[config.mk]
export PLATFORM = sky130hd
export DESIGN_NAME = round_robin_slot_allocator
export DESIGN_NICKNAME = d
export VERILOG_FILES = /design/src/rtl/rrsa_pkg.sv /design/src/rtl/rrsa_datapath.sv /design/src/rtl/rrsa_ctrl.sv /design/src/rtl/round_robin_slot_allocator.sv
export VERILOG_INCLUDE_DIRS = /design/src /design/src/rtl
export SDC_FILE = /design/constraint.sdc
export NUM_CORES = 1
export LEC_CHECK = 0
export BUFFER_PORTS_ARGS = -buffer_cell sky130_fd_sc_hd__buf_2
export CORE_UTILIZATION = 55
export DETAILED_ROUTE_END_ITERATION = 8
export PLACE_DENSITY = 0.77
export SLEW_MARGIN = 10
export SYNTH_ARGS = -nofsm -noshare
export SYNTH_HDL_FRONTEND = slang
export SYNTH_SLANG_ARGS = --single-unit
[constraint.sdc]
create_clock -name clk -period 4.1 [get_ports clk]
set_clock_uncertainty 0.2 [all_clocks]
set_input_delay 1.23 -clock clk [delete_from_list [all_inputs] [get_ports clk]]
set_output_delay 1.23 -clock clk [all_outputs]
set_load 0.02 [all_outputs]
[src/rtl/round_robin_slot_allocator_macros.svh]
// Assertion macros used by the slot allocator top level.
`ifndef ROUND_ROBIN_SLOT_ALLOCATOR_MACROS_SVH
`define ROUND_ROBIN_SLOT_ALLOCATOR_MACROS_SVH
`ifndef SYNTHESIS
`define RRSA_ASSERT_IMP(label, ante, cons) \
    label: assert property (@(posedge clk) disable iff (!rst_n) (ante) |-> (cons)) \
        else $error("slot allocator assertion failed");
`define RRSA_ASSERT_NEXT(label, ante, cons) \
    label: assert property (@(posedge clk) disable iff (!rst_n) (ante) |=> (cons)) \
        else $error("slot allocator assertion failed");
`else
`define RRSA_ASSERT_IMP(label, ante, cons)
`define RRSA_ASSERT_NEXT(label, ante, cons)
`endif
`endif

[src/rtl/rrsa_pkg.sv]
// Shared constants and controller/datapath interface types of the slot allocator.
`timescale 1ns / 1ps
`default_nettype none
package rrsa_pkg;

    localparam int POOL_SLOTS_DEF = 64;

    localparam int HANDLE_W  = 7;
    localparam int STATUS_W  = 2;
    localparam int COUNT_W   = 7;
    localparam int TOTAL_W   = 32;
    localparam int CFG_W     = 7;
    localparam int CFG_IDX_W = 1;

    localparam int GROUP_W  = 8;
    localparam int GROUP_LG = 3;

    localparam logic OP_GET = 1'b0;
    localparam logic OP_PUT = 1'b1;

    localparam logic [STATUS_W-1:0] ST_OK      = 2'd0;
    localparam logic [STATUS_W-1:0] ST_NO_FREE = 2'd1;
    localparam logic [STATUS_W-1:0] ST_INVALID = 2'd2;

    localparam logic [CFG_IDX_W-1:0] REG_SERVICE_RUNNING = 1'b0;
    localparam logic [CFG_IDX_W-1:0] REG_POOL_SIZE       = 1'b1;

    localparam logic [CFG_W-1:0] POOL_SIZE_RST = 7'd64;

    typedef struct packed {
        logic load;
        logic advance;
        logic reduce;
        logic scan;
        logic commit;
    } rrsa_cmd_t;

    typedef struct packed {
        logic in_is_put;
        logic full;
        logic slow;
        logic running;
        logic red_last;
        logic out_free;
    } rrsa_stat_t;

endpackage
`default_nettype wire

[src/rtl/rrsa_datapath.sv]
// Datapath of the slot allocator: busy flags, pointer, counters and result register.
`timescale 1ns / 1ps
`default_nettype none
module rrsa_datapath #(
    parameter int POOL_SLOTS = rrsa_pkg::POOL_SLOTS_DEF
) (
    input  wire logic                           clk,
    input  wire logic                           rst_n,
    input  wire logic                           cfg_we,
    input  wire logic [rrsa_pkg::CFG_IDX_W-1:0] cfg_index,
    input  wire logic [rrsa_pkg::CFG_W-1:0]     cfg_data,
    input  wire logic                           op,
    input  wire logic [rrsa_pkg::HANDLE_W-1:0]  slot_handle,
    input  wire rrsa_pkg::rrsa_cmd_t            cmd,
    output rrsa_pkg::rrsa_stat_t                stat,
    output logic                                out_valid,
    input  wire logic                           out_ready,
    output logic [rrsa_pkg::STATUS_W-1:0]       status,
    output logic [rrsa_pkg::HANDLE_W-1:0]       granted_handle,
    output logic [rrsa_pkg::COUNT_W-1:0]        slots_in_use,
    output logic [rrsa_pkg::TOTAL_W-1:0]        hit_total,
    output logic [rrsa_pkg::TOTAL_W-1:0]        miss_total
);
    import rrsa_pkg::*;

    localparam int IDX_W  = $clog2(POOL_SLOTS);
    localparam int CNT_W  = IDX_W + 1;
    localparam int CMP_W  = (CNT_W > CFG_W) ? CNT_W : CFG_W;
    localparam int NG     = (2 * POOL_SLOTS + GROUP_W - 1) / GROUP_W;
    localparam int SCAN_W = NG * GROUP_W;
    localparam int POS_W  = $clog2(SCAN_W);
    localparam int RCNT_W = $clog2(CNT_W);

    logic                running_reg;
    logic [CFG_W-1:0]    pool_reg;
    logic [POOL_SLOTS-1:0] busy_reg, busy_next;
    logic [CNT_W-1:0]    count_reg, count_next;
    logic [IDX_W-1:0]    sp_reg;
    logic [TOTAL_W-1:0]  hit_reg, hit_next;
    logic [TOTAL_W-1:0]  miss_reg, miss_next;
    logic                fail_reg;
    logic [CNT_W-1:0]    div_reg;
    logic [CNT_W-1:0]    rem_reg, rem_next;
    logic [RCNT_W-1:0]   rcnt_reg;
    logic                op_reg;
    logic [HANDLE_W-1:0] handle_reg;
    logic [NG-1:0]       grp_any_reg, grp_any_next;
    logic [GROUP_LG-1:0] grp_loc_reg [NG];
    logic [GROUP_LG-1:0] grp_loc_next [NG];
    logic                out_valid_reg;
    logic [STATUS_W-1:0] status_reg, status_next;
    logic [HANDLE_W-1:0] granted_reg, granted_next;

    logic [CNT_W-1:0]    eff_size;
    logic [CMP_W-1:0]    pool_ext;
    logic [CNT_W-1:0]    v_adv;
    logic [IDX_W-1:0]    fast_sp;
    logic [CNT_W:0]      rem_trial;
    logic [SCAN_W-1:0]   scan_vec;
    logic [POS_W-1:0]    pos, pos_adj;
    logic [IDX_W-1:0]    slot_idx;
    logic [CNT_W-1:0]    grant_val;
    logic                found;
    logic                got;
    logic [CMP_W-1:0]    handle_ext;
    logic [IDX_W-1:0]    handle_idx;
    logic                put_ok;
    logic                fire;
    logic                out_free;

    // Effective pool size: zero acts as one, anything above the pool is clipped.
    always_comb
    begin
        pool_ext = CMP_W'(pool_reg);
        if (pool_reg == '0)
        begin
            eff_size = CNT_W'(1);
        end
        else if (pool_ext > CMP_W'(POOL_SLOTS))
        begin
            eff_size = CNT_W'(POOL_SLOTS);
        end
        else
        begin
            eff_size = CNT_W'(pool_ext);
        end
    end

    assign v_adv   = CNT_W'(sp_reg) + CNT_W'(1);
    assign fast_sp = (v_adv == eff_size) ? '0 : v_adv[IDX_W-1:0];

    // One restoring remainder step per cycle when the pointer sits beyond a shrunk pool.
    always_comb
    begin
        rem_trial = {rem_reg, div_reg[CNT_W-1]};
        if (rem_trial >= {1'b0, eff_size})
        begin
            rem_trial = rem_trial - {1'b0, eff_size};
        end
        rem_next = rem_trial[CNT_W-1:0];
    end

    // The low half marks free slots at or after the pointer, the high half all free
    // slots, so the lowest set bit of the whole vector is the wrapped next-fit choice.
    always_comb
    begin
        scan_vec = '0;
        for (int i = 0; i < POOL_SLOTS; i++)
        begin
            scan_vec[POOL_SLOTS + i] = !busy_reg[i] && (CNT_W'(i) < eff_size);
            scan_vec[i] = scan_vec[POOL_SLOTS + i] && (IDX_W'(i) >= sp_reg);
        end
        for (int g = 0; g < NG; g++)
        begin
            grp_any_next[g] = |scan_vec[g * GROUP_W +: GROUP_W];
            grp_loc_next[g] = '0;
            for (int j = GROUP_W - 1; j >= 0; j--)
            begin
                if (scan_vec[g * GROUP_W + j])
                begin
                    grp_loc_next[g] = GROUP_LG'(j);
                end
            end
        end
    end

    always_comb
    begin
        pos = '0;
        for (int g = NG - 1; g >= 0; g--)
        begin
            if (grp_any_reg[g])
            begin
                pos = (POS_W'(g) << GROUP_LG) | POS_W'(grp_loc_reg[g]);
            end
        end
        pos_adj   = (pos >= POS_W'(POOL_SLOTS)) ? (pos - POS_W'(POOL_SLOTS)) : pos;
        slot_idx  = IDX_W'(pos_adj);
        grant_val = CNT_W'(slot_idx) + CNT_W'(1);
    end

    assign found = |grp_any_reg;
    assign got   = !fail_reg && found;

    assign handle_ext = CMP_W'(handle_reg);
    assign handle_idx = IDX_W'(handle_ext - CMP_W'(1));
    assign put_ok     = (handle_reg != '0) && (handle_ext <= CMP_W'(eff_size))
                        && busy_reg[handle_idx];

    assign out_free = !out_valid_reg || out_ready;
    assign fire     = cmd.commit && out_free;

    always_comb
    begin
        busy_next    = busy_reg;
        count_next   = count_reg;
        hit_next     = hit_reg;
        miss_next    = miss_reg;
        status_next  = ST_OK;
        granted_next = '0;
        if (op_reg == OP_PUT)
        begin
            if (put_ok)
            begin
                busy_next[handle_idx] = 1'b0;
                if (count_reg != '0)
                begin
                    count_next = count_reg - CNT_W'(1);
                end
            end
            else
            begin
                status_next = ST_INVALID;
            end
        end
        else if (got)
        begin
            busy_next[slot_idx] = 1'b1;
            count_next          = count_reg + CNT_W'(1);
            granted_next        = HANDLE_W'(grant_val);
            if (hit_reg != '1)
            begin
                hit_next = hit_reg + TOTAL_W'(1);
            end
        end
        else
        begin
            status_next = ST_NO_FREE;
            if (miss_reg != '1)
            begin
                miss_next = miss_reg + TOTAL_W'(1);
            end
        end
    end

    always_ff @(posedge clk or negedge rst_n)
    begin
        if (!rst_n)
        begin
            running_reg   <= 1'b1;
            pool_reg      <= POOL_SIZE_RST;
            busy_reg      <= '0;
            count_reg     <= '0;
            sp_reg        <= '0;
            hit_reg       <= '0;
            miss_reg      <= '0;
            fail_reg      <= 1'b0;
            rcnt_reg      <= '0;
            out_valid_reg <= 1'b0;
        end
        else
        begin
            if (cfg_we)
            begin
                unique case (cfg_index)
                    REG_SERVICE_RUNNING: running_reg <= cfg_data[0];
                    REG_POOL_SIZE:       pool_reg    <= cfg_data;
                endcase
            end
            if (cmd.advance)
            begin
                fail_reg <= stat.full || !running_reg;
                rcnt_reg <= '0;
                if (!stat.full && !stat.slow)
                begin
                    sp_reg <= fast_sp;
                end
            end
            if (cmd.reduce)
            begin
                rcnt_reg <= rcnt_reg + RCNT_W'(1);
                if (stat.red_last)
                begin
                    sp_reg <= rem_next[IDX_W-1:0];
                end
            end
            if (fire)
            begin
                busy_reg      <= busy_next;
                count_reg     <= count_next;
                hit_reg       <= hit_next;
                miss_reg      <= miss_next;
                out_valid_reg <= 1'b1;
            end
            else if (out_ready)
            begin
                out_valid_reg <= 1'b0;
            end
        end
    end

    always_ff @(posedge clk)
    begin
        if (cmd.load)
        begin
            op_reg     <= op;
            handle_reg <= slot_handle;
        end
        if (cmd.advance)
        begin
            div_reg <= v_adv;
            rem_reg <= '0;
        end
        if (cmd.reduce)
        begin
            div_reg <= div_reg << 1;
            rem_reg <= rem_next;
        end
        if (cmd.scan)
        begin
            grp_any_reg <= grp_any_next;
            grp_loc_reg <= grp_loc_next;
        end
        if (fire)
        begin
            status_reg  <= status_next;
            granted_reg <= granted_next;
        end
    end

    always_comb
    begin
        stat.in_is_put = (op == OP_PUT);
        stat.full      = (count_reg >= eff_size);
        stat.slow      = (v_adv > eff_size);
        stat.running   = running_reg;
        stat.red_last  = (rcnt_reg == RCNT_W'(CNT_W - 1));
        stat.out_free  = out_free;
    end

    // Counters change only when a new result is written, so they drive the outputs directly.
    assign out_valid      = out_valid_reg;
    assign status         = status_reg;
    assign granted_handle = granted_reg;
    assign slots_in_use   = COUNT_W'(count_reg);
    assign hit_total      = hit_reg;
    assign miss_total     = miss_reg;

endmodule
`default_nettype wire

[src/rtl/rrsa_ctrl.sv]
// Controller state machine that sequences one request through the datapath.
`timescale 1ns / 1ps
`default_nettype none
module rrsa_ctrl (
    input  wire logic                 clk,
    input  wire logic                 rst_n,
    input  wire logic                 in_valid,
    output logic                      in_ready,
    input  wire rrsa_pkg::rrsa_stat_t stat,
    output rrsa_pkg::rrsa_cmd_t       cmd
);
    import rrsa_pkg::*;

    typedef enum logic [4:0] {
        S_IDLE    = 5'b00001,
        S_ADVANCE = 5'b00010,
        S_REDUCE  = 5'b00100,
        S_SCAN    = 5'b01000,
        S_COMMIT  = 5'b10000
    } state_t;

    state_t state_reg, state_next;

    always_comb
    begin
        state_next  = state_reg;
        cmd         = '0;
        in_ready    = 1'b0;
        unique case (state_reg)
            S_IDLE:
            begin
                in_ready = 1'b1;
                cmd.load = in_valid;
                if (in_valid)
                begin
                    state_next = stat.in_is_put ? S_COMMIT : S_ADVANCE;
                end
            end
            S_ADVANCE:
            begin
                cmd.advance = 1'b1;
                if (stat.full)
                begin
                    state_next = S_COMMIT;
                end
                else if (stat.slow)
                begin
                    state_next = S_REDUCE;
                end
                else
                begin
                    state_next = stat.running ? S_SCAN : S_COMMIT;
                end
            end
            S_REDUCE:
            begin
                cmd.reduce = 1'b1;
                if (stat.red_last)
                begin
                    state_next = stat.running ? S_SCAN : S_COMMIT;
                end
            end
            S_SCAN:
            begin
                cmd.scan   = 1'b1;
                state_next = S_COMMIT;
            end
            S_COMMIT:
            begin
                // The result register must be free before the request retires.
                cmd.commit = 1'b1;
                if (stat.out_free)
                begin
                    state_next = S_IDLE;
                end
            end
            default:
            begin
                state_next = S_IDLE;
            end
        endcase
    end

    always_ff @(posedge clk or negedge rst_n)
    begin
        if (!rst_n)
        begin
            state_reg <= S_IDLE;
        end
        else
        begin
            state_reg <= state_next;
        end
    end

endmodule
`default_nettype wire

[src/rtl/round_robin_slot_allocator.sv]
// Top level of the next-fit round-robin slot allocator.
// Path from input transfer to result: a put goes from idle straight to commit. A get
// passes advance, then scan unless the pool is full or the service stopped, then commit;
// remainder steps, one per bit of the advanced pointer, come after advance when the start
// pointer lies beyond a shrunk pool. A new item is taken only from idle, so a stall holds it off.
// Reset clears busy flags, pointer and counters at once and sets running, size 64.
`timescale 1ns / 1ps
`default_nettype none
`include "round_robin_slot_allocator_macros.svh"
module round_robin_slot_allocator #(
    parameter int POOL_SLOTS = rrsa_pkg::POOL_SLOTS_DEF
) (
    input  wire logic                           clk,
    input  wire logic                           rst_n,
    input  wire logic                           cfg_we,
    input  wire logic [rrsa_pkg::CFG_IDX_W-1:0] cfg_index,
    input  wire logic [rrsa_pkg::CFG_W-1:0]     cfg_data,
    input  wire logic                           in_valid,
    output logic                                in_ready,
    input  wire logic                           op,
    input  wire logic [rrsa_pkg::HANDLE_W-1:0]  slot_handle,
    output logic                                out_valid,
    input  wire logic                           out_ready,
    output logic [rrsa_pkg::STATUS_W-1:0]       status,
    output logic [rrsa_pkg::HANDLE_W-1:0]       granted_handle,
    output logic [rrsa_pkg::COUNT_W-1:0]        slots_in_use,
    output logic [rrsa_pkg::TOTAL_W-1:0]        hit_total,
    output logic [rrsa_pkg::TOTAL_W-1:0]        miss_total
);
    import rrsa_pkg::*;

    rrsa_cmd_t  cmd;
    rrsa_stat_t stat;

    rrsa_ctrl u_ctrl (
        .clk      (clk),
        .rst_n    (rst_n),
        .in_valid (in_valid),
        .in_ready (in_ready),
        .stat     (stat),
        .cmd      (cmd)
    );

    rrsa_datapath #(
        .POOL_SLOTS (POOL_SLOTS)
    ) u_datapath (
        .clk            (clk),
        .rst_n          (rst_n),
        .cfg_we         (cfg_we),
        .cfg_index      (cfg_index),
        .cfg_data       (cfg_data),
        .op             (op),
        .slot_handle    (slot_handle),
        .cmd            (cmd),
        .stat           (stat),
        .out_valid      (out_valid),
        .out_ready      (out_ready),
        .status         (status),
        .granted_handle (granted_handle),
        .slots_in_use   (slots_in_use),
        .hit_total      (hit_total),
        .miss_total     (miss_total)
    );

    // A handle is granted only with an ok status.
    `RRSA_ASSERT_IMP(a_grant_only_ok, out_valid && (status != ST_OK), granted_handle == '0)
    // An accepted transfer takes the controller out of idle, which drops in_ready.
    `RRSA_ASSERT_NEXT(a_busy_after_accept, in_valid && in_ready, !in_ready)
    // A rejected put never shows a granted handle.
    `RRSA_ASSERT_IMP(a_invalid_no_grant, out_valid && (status == ST_INVALID), granted_handle == '0)

endmodule
`default_nettype wire
# [Word-level counts from Yosys, hierarchy flattened]
# Index checks and enable logic that the tools add are counted.
[word_totals] inputBits=21 ff_bits=254 wordCells=679 out_inout_bits=82
[op_classes] eq_ne=14 add_sub_neg=10 reduce_logical=269 muxes=175 bitwise_logic=6 n_lt_le_gt_ge=138
[op_table] cell="< comparator 6 x 7 -> 1 bit, first input constant" count=32
[op_table] cell="two-way mux 3 bit" count=66
[op_table] cell="greater-or-equal comparator 6 bit, first input constant" count=32
[op_table] cell="two-way mux 64 bit" count=3
[op_table] cell="two-way mux 7 bit" count=27
[op_table] cell="logical AND 1 bit" count=135
[op_table] cell="OR reduction 8 bit" count=16
[op_table] cell="< comparator 5 x 7 -> 1 bit, first input constant" count=16
[op_table] cell="greater-or-equal comparator 5 x 6 -> 1 bit, first input constant" count=16
[op_table] cell="zero test 1 bit" count=69
[op_table] cell="two-way mux 2 bit" count=34
[op_table] cell="adder 32 x 1 -> 32 bit, second input constant" count=2
[op_table] cell="AND 64 bit" count=1
[op_table] cell="!= test 32 bit, second input constant" count=2
[op_table] cell="inverter 64 bit" count=1
[op_table] cell="OR 64 bit" count=1
[op_table] cell="OR reduction 4 bit" count=16
[op_table] cell="< comparator 4 x 7 -> 1 bit, first input constant" count=8
[op_table] cell="greater-or-equal comparator 4 x 6 -> 1 bit, first input constant" count=8
[op_table] cell="two-way mux 6 bit" count=6
[op_table] cell="two-way mux 5 bit" count=7
[op_table] cell="OR reduction 2 bit" count=17
[op_table] cell="< comparator 3 x 7 -> 1 bit, first input constant" count=4
[op_table] cell="two-way mux 1 bit" count=28
[op_table] cell="other kinds (40)" count=65

# [Longest topological paths before layout]
[depth] depth_word=25 mapped_depth=15 depth_no_buf=13

# [By module]
# A second synthesis with hierarchy kept.
[hier_totals] hier_cells=1734 hier_area_um2=15750.1
[modules_own_cells] mod="rrsa_datapath" seq_area_each_um2=6698.9 area_per_inst_um2=15373.5 n_inst=1 cells_per_inst=1691
[modules_own_cells] mod="rrsa_ctrl" seq_area_each_um2=126.4 area_per_inst_um2=376.6 n_inst=1 cells_per_inst=43

# [Worst setup path after synthesis]
# Ideal clock, no wire load.
[synth_path] path_type="input-to-reg" start="in out_ready" end="reg u_datapath.hit_reg[31], in the netlist u_datapath.hit_total[31]" t_arrival_ns=3.324 t_required_ns=3.820 path_stages=9 setup_time_ns=0.080 path_slack_ns=0.496 n_path_buf=1 cell_sequence="nand2b_1 > and4b_1 > clkbuf_1 > nand3_1 > a41oi_2 > and2_1 > nand3_1 > nor4_1 > xor2_1"
[synth_between] elab_chain_len=3
[synth_rtl] element="from (decl)" line_no="round_robin_slot_allocator.sv:23" source="input wire logic out_ready,"
[synth_rtl] element="logical OR 1 bit" line_no="rrsa_datapath.sv:150" source="assign out_free = !out_valid_reg || out_ready;"
[synth_rtl] element="logical AND 1 bit" line_no="rrsa_datapath.sv:151" source="assign fire = cmd.commit && out_free;"
[synth_rtl] element="via u_datapath.fire" line_no="rrsa_datapath.sv:68" source="logic fire;"
[synth_rtl] element="AND reduction 4 bit (no line)"
[synth_rtl] element="to (signal assigned)" line_no="rrsa_datapath.sv:241" source="hit_reg <= hit_next;"
[synth_rtl] element="to (decl)" line_no="rrsa_datapath.sv:39" source="logic [TOTAL_W-1:0] hit_reg, hit_next;"
# The timed path passes the listed nets, and every way through them passes these cells.
# A chain may end at the register's enable or synchronous reset.

# [Worst setup path after layout]
[layout_path] start="reg u_datapath.pool_reg[2], in the netlist u_datapath.pool_ext[2]" end="reg u_datapath.sp_reg[0]"
[layout_between] elab_chain_len=10 elab_cells_between_ends=18 cone_classes="add/sub: 1; order compare: 4; eq/ne: 1; mux: 8; reduce/logical: 4"
[layout_rtl] element="from (decl)" line_no="rrsa_datapath.sv:35" source="logic [CFG_W-1:0] pool_reg;"
[layout_rtl] element="from (signal assigned)" line_no="rrsa_datapath.sv:217" source="REG_POOL_SIZE: pool_reg <= cfg_data;"
[layout_rtl] element="> comparator 7 bit" line_no="rrsa_datapath.sv:79" source="else if (pool_ext > CMP_W'(POOL_SLOTS))"
[layout_rtl] element="two-way mux 7 bit" line_no="rrsa_datapath.sv:79"
[layout_rtl] element="two-way mux 7 bit *" line_no="rrsa_datapath.sv:75" source="if (pool_reg == '0)"
[layout_rtl] element="greater-or-equal comparator 7 bit / > comparator 7 bit (equally long branches)" line_no="rrsa_datapath.sv:284, rrsa_datapath.sv:285"
[layout_rtl] element="zero test 1 bit" line_no="rrsa_datapath.sv:224" source="if (!stat.full && !stat.slow)"
[layout_rtl] element="logical AND 1 bit" line_no="rrsa_datapath.sv:224"
[layout_rtl] element="two-way mux 6 bit" line_no="rrsa_datapath.sv:224"
[layout_rtl] element="two-way mux 6 bit" line_no="rrsa_datapath.sv:220" source="if (cmd.advance)"
[layout_rtl] element="two-way mux 6 bit" line_no="rrsa_datapath.sv:232" source="if (stat.red_last)"
[layout_rtl] element="two-way mux 6 bit *" line_no="rrsa_datapath.sv:229" source="if (cmd.reduce)"
[layout_rtl] element="to (signal assigned)" line_no="rrsa_datapath.sv:226" source="sp_reg <= fast_sp;"
[layout_rtl] element="to (signal assigned)" line_no="rrsa_datapath.sv:234" source="sp_reg <= rem_next[IDX_W-1:0];"
[layout_rtl] element="to (decl)" line_no="rrsa_datapath.sv:38" source="logic [IDX_W-1:0] sp_reg;"
# Mark *: on every way between the ends. The rest lies on a longest branch, timed or not.

==> reports/qor.yml <==
tritoncts: "yes"
antenna_found_initial: 0
critPathTopFamily: "compound AO/OA/AOI/OAI gates"
synth-edff-count: 94
critPathMaxStageDelay_ns: 0.42
yosysWarnings: 0
p_switching_mw: 2.90
synth_top_area_share_pct: 25.3
swShare_pct: 36.3
p_comb_share_pct: 32.2
ys_top_cells_by_area: "dfrtp_1 (25%), edfxtp_1 (18%), o21ai_0 (4.7%), nor2_1 (4.0%), nand2_1 (3.7%)"
ir_drop_uv: 384
hp-start: "u_datapath.hit_total[11]"
post-route-period-util_pct: 95.7
grt_setup_unrepaired: "false"
grt_pass1_wl_um: 74800
criticalPathCategory: "flip-flop to flip-flop"
drc: 0
setup_tns_ns: 0
hold_viol: 0
critPathSlowestCell: "o21a_1"
most-common-layout-cells: "nor2_1 (164), dfrtp_1 (156), nand2_1 (154)"
yosysSeqAreaShare_pct: 44.2
path_buf_inv: 1
synth_seq_cells: 254
cp_max_fo: 8
synth.distinct_cells: 87
hold_buffers: 0
num_vias: 14190
largest_reg_flops: 64
diodes: 0
cp-end-kind: "flip-flop"
die_area_mm2: 0.0288
cts_buffers: 27
fp.dieW_um: 170
syn_area_mm2: 0.0155
grt_pass1_vias: 13262
synthCells: 1689
status: "finished clean"
synthArstFlopShare_pct: 62.6
cts_sinks: 254
drive_gt1_share_pct: 13.8
syn-num-nets: 1753
hold_path_class: "flip-flop to flip-flop"
final_common_cell: "nor2_1"
syn_to_final_growth_pct: 12.7
nFillCells: 2378
ios: 103
grt_max_degree: 74
holdPathStages: 1
wirelength_um: 48700
core-area_mm2: 0.0277
crit_chain: "or2_2 -> nor4_1 -> o21a_1 -> ha_1 -> nand2b_1 -> a21o_1 -> a21o_1 -> a211oi_1 -> o21ai_0 -> a21oi_1 -> buf_4 -> mux2i_1 -> mux2i_1"
dp.cells: 2143
vias_per_cell: 6.48
dp_hpwl_um: 36300
gp_congestion: 1.00
arrival_ns: 4.15
synth-main-ff-cell: "dfrtp_1"
maxCapViolations: 0
rrSetupSlack_ns: 0.18
layout.nets: 1858
pwr-share-clk_pct: 30.2
r2r-end: "u_datapath.sp_reg[0]"
reg2reg_from: "u_datapath.pool_ext[2]"
min_to: "u_datapath.hit_total[11]"
postRouteAntennaNets: 0
tightestPinTransition_ns: 1.10
p_int_mw: 5.10
clk_pin_slew_ns: 0.06
r2r_cells: 13
htree_levels: 1
synth.largest_area_cell: "dfrtp_1"
cp_num_cells: 13
first_pass_iters: 6
maxSlewViolCount: 0
initial_core_util_pct: 55.8
final-setup-viol-count: 0
fp.dieH_um: 170
grt.total_usage_pct: 33.8
start_kind: "flip-flop"
clockRootBuffer: "clkbuf_16"
clockBufferDepth: 3
port_buffers: 102
avgSynthCellArea_um2: 9.15
drt-wirelength-per-cell_um: 22.2
insertion_delay_ns: 0.58
rows: 61
grt-ovfl-total: 0
cts_resized: 0
max_freq_mhz: 255
power.density_mw_per_mm2: 459
postCtsSetupBuffers: 0
finalNonFillerCells: 2191
drtIter0Drc: 1602
pwr-share-seq_pct: 37.6
fin_crit_ns: 3.92
leakage_nw: 7.35
cp_data_required_time_ns: 4.33
slew_headroom_pct: 25.9
[routing by layer]
layer  global-route usage (%)  share of wire [%]  up-vias
li1                         -                  -     6464
met4                     13.9                4.5        0
met3                     6.58                9.7      160
met1                     46.4                 41     6769
met2                     52.6                 45      797
met5                        0                  0        -
[per-stage QoR]
step                      setup slack (ns)  power (mW)  hold WS [ns]  area [um2]  utilization [%]
after detailed placement             0.231        5.52         0.256       16500             59.7
after global placement               0.320        5.47         0.238       16500             59.7
after CTS                            0.213        7.93         0.271       17400             62.8
after floorplan                      0.496        4.71         0.226       15500                -
after global routing                0.0105        8.33         0.297       17400             62.9
final                                0.178        8.00         0.275       17400             62.9
[power by group through the flow]
stage	Clock, mW	Combinational (mW)	Sequential [mW]
floorplan	0	1.67	3.04
global placement	0	2.42	3.04
detailed placement	0	2.47	3.05
CTS	2.43	2.49	3.00
global route	2.53	2.78	3.03
finish	2.41	2.58	3.01
[cells in the mapped netlist, types with 41 or more instances]
cell type / n
a21oi_1: 109
nand3_1: 66
clkbuf_1: 54
nor3_1: 53
ha_1: 41
inv_1: 57
nor2_1: 164
dfrtp_1: 156
xnor2_1: 48
edfxtp_1: 94
nand2_1: 154
o21ai_0: 146
[final cells by class]
class | instances | area, um2 | area share [%]
clock inverter | 9 | 86.3 | 0.496
inverter | 58 | 218 | 1.25
clock buffer | 39 | 772 | 4.43
multi-input combinational | 1298 | 8120 | 46.6
sequential | 254 | 6830 | 39.2
tap | 378 | 473 | 2.72
timing repair buffer | 155 | 927 | 5.32
[worst register-to-register path: cells and delay by family, from the launching register on]
family	cells	cell delay, ns
compound gates	6	1.70
mux	2	0.28
flops	1	0.38
fa+ha+maj	1	0.32
simple gates	3	0.69
buf+inv	1	0.21
[kinds of logic after synthesis]
group	after synthesis	share of synthesized area, %
buffers and inverters	137	3.59
xor gates and xnor gates	81	4.76
and+or+nand+nor	626	19.8
adders and majority gates	43	3.58
DFF	254	44.2
muxes	37	2.71
AOI/OAI and AO/OA	511	21.4
[how the worst max path moves through the flow]
stage	startpoint	end
global placement	u_datapath.pool_ext[2]	u_datapath.rem_reg[3]
finish	u_datapath.pool_ext[2]	u_datapath.sp_reg[0]
floorplan	out_ready	u_datapath.hit_total[31]
global route	u_datapath.pool_ext[2]	u_datapath.rem_reg[1]
CTS	u_datapath.pool_ext[2]	u_datapath.sp_reg[0]
detailed placement	u_datapath.pool_ext[2]	u_datapath.rem_reg[4]
No activity file was read; power rests on OpenSTA's default activity.
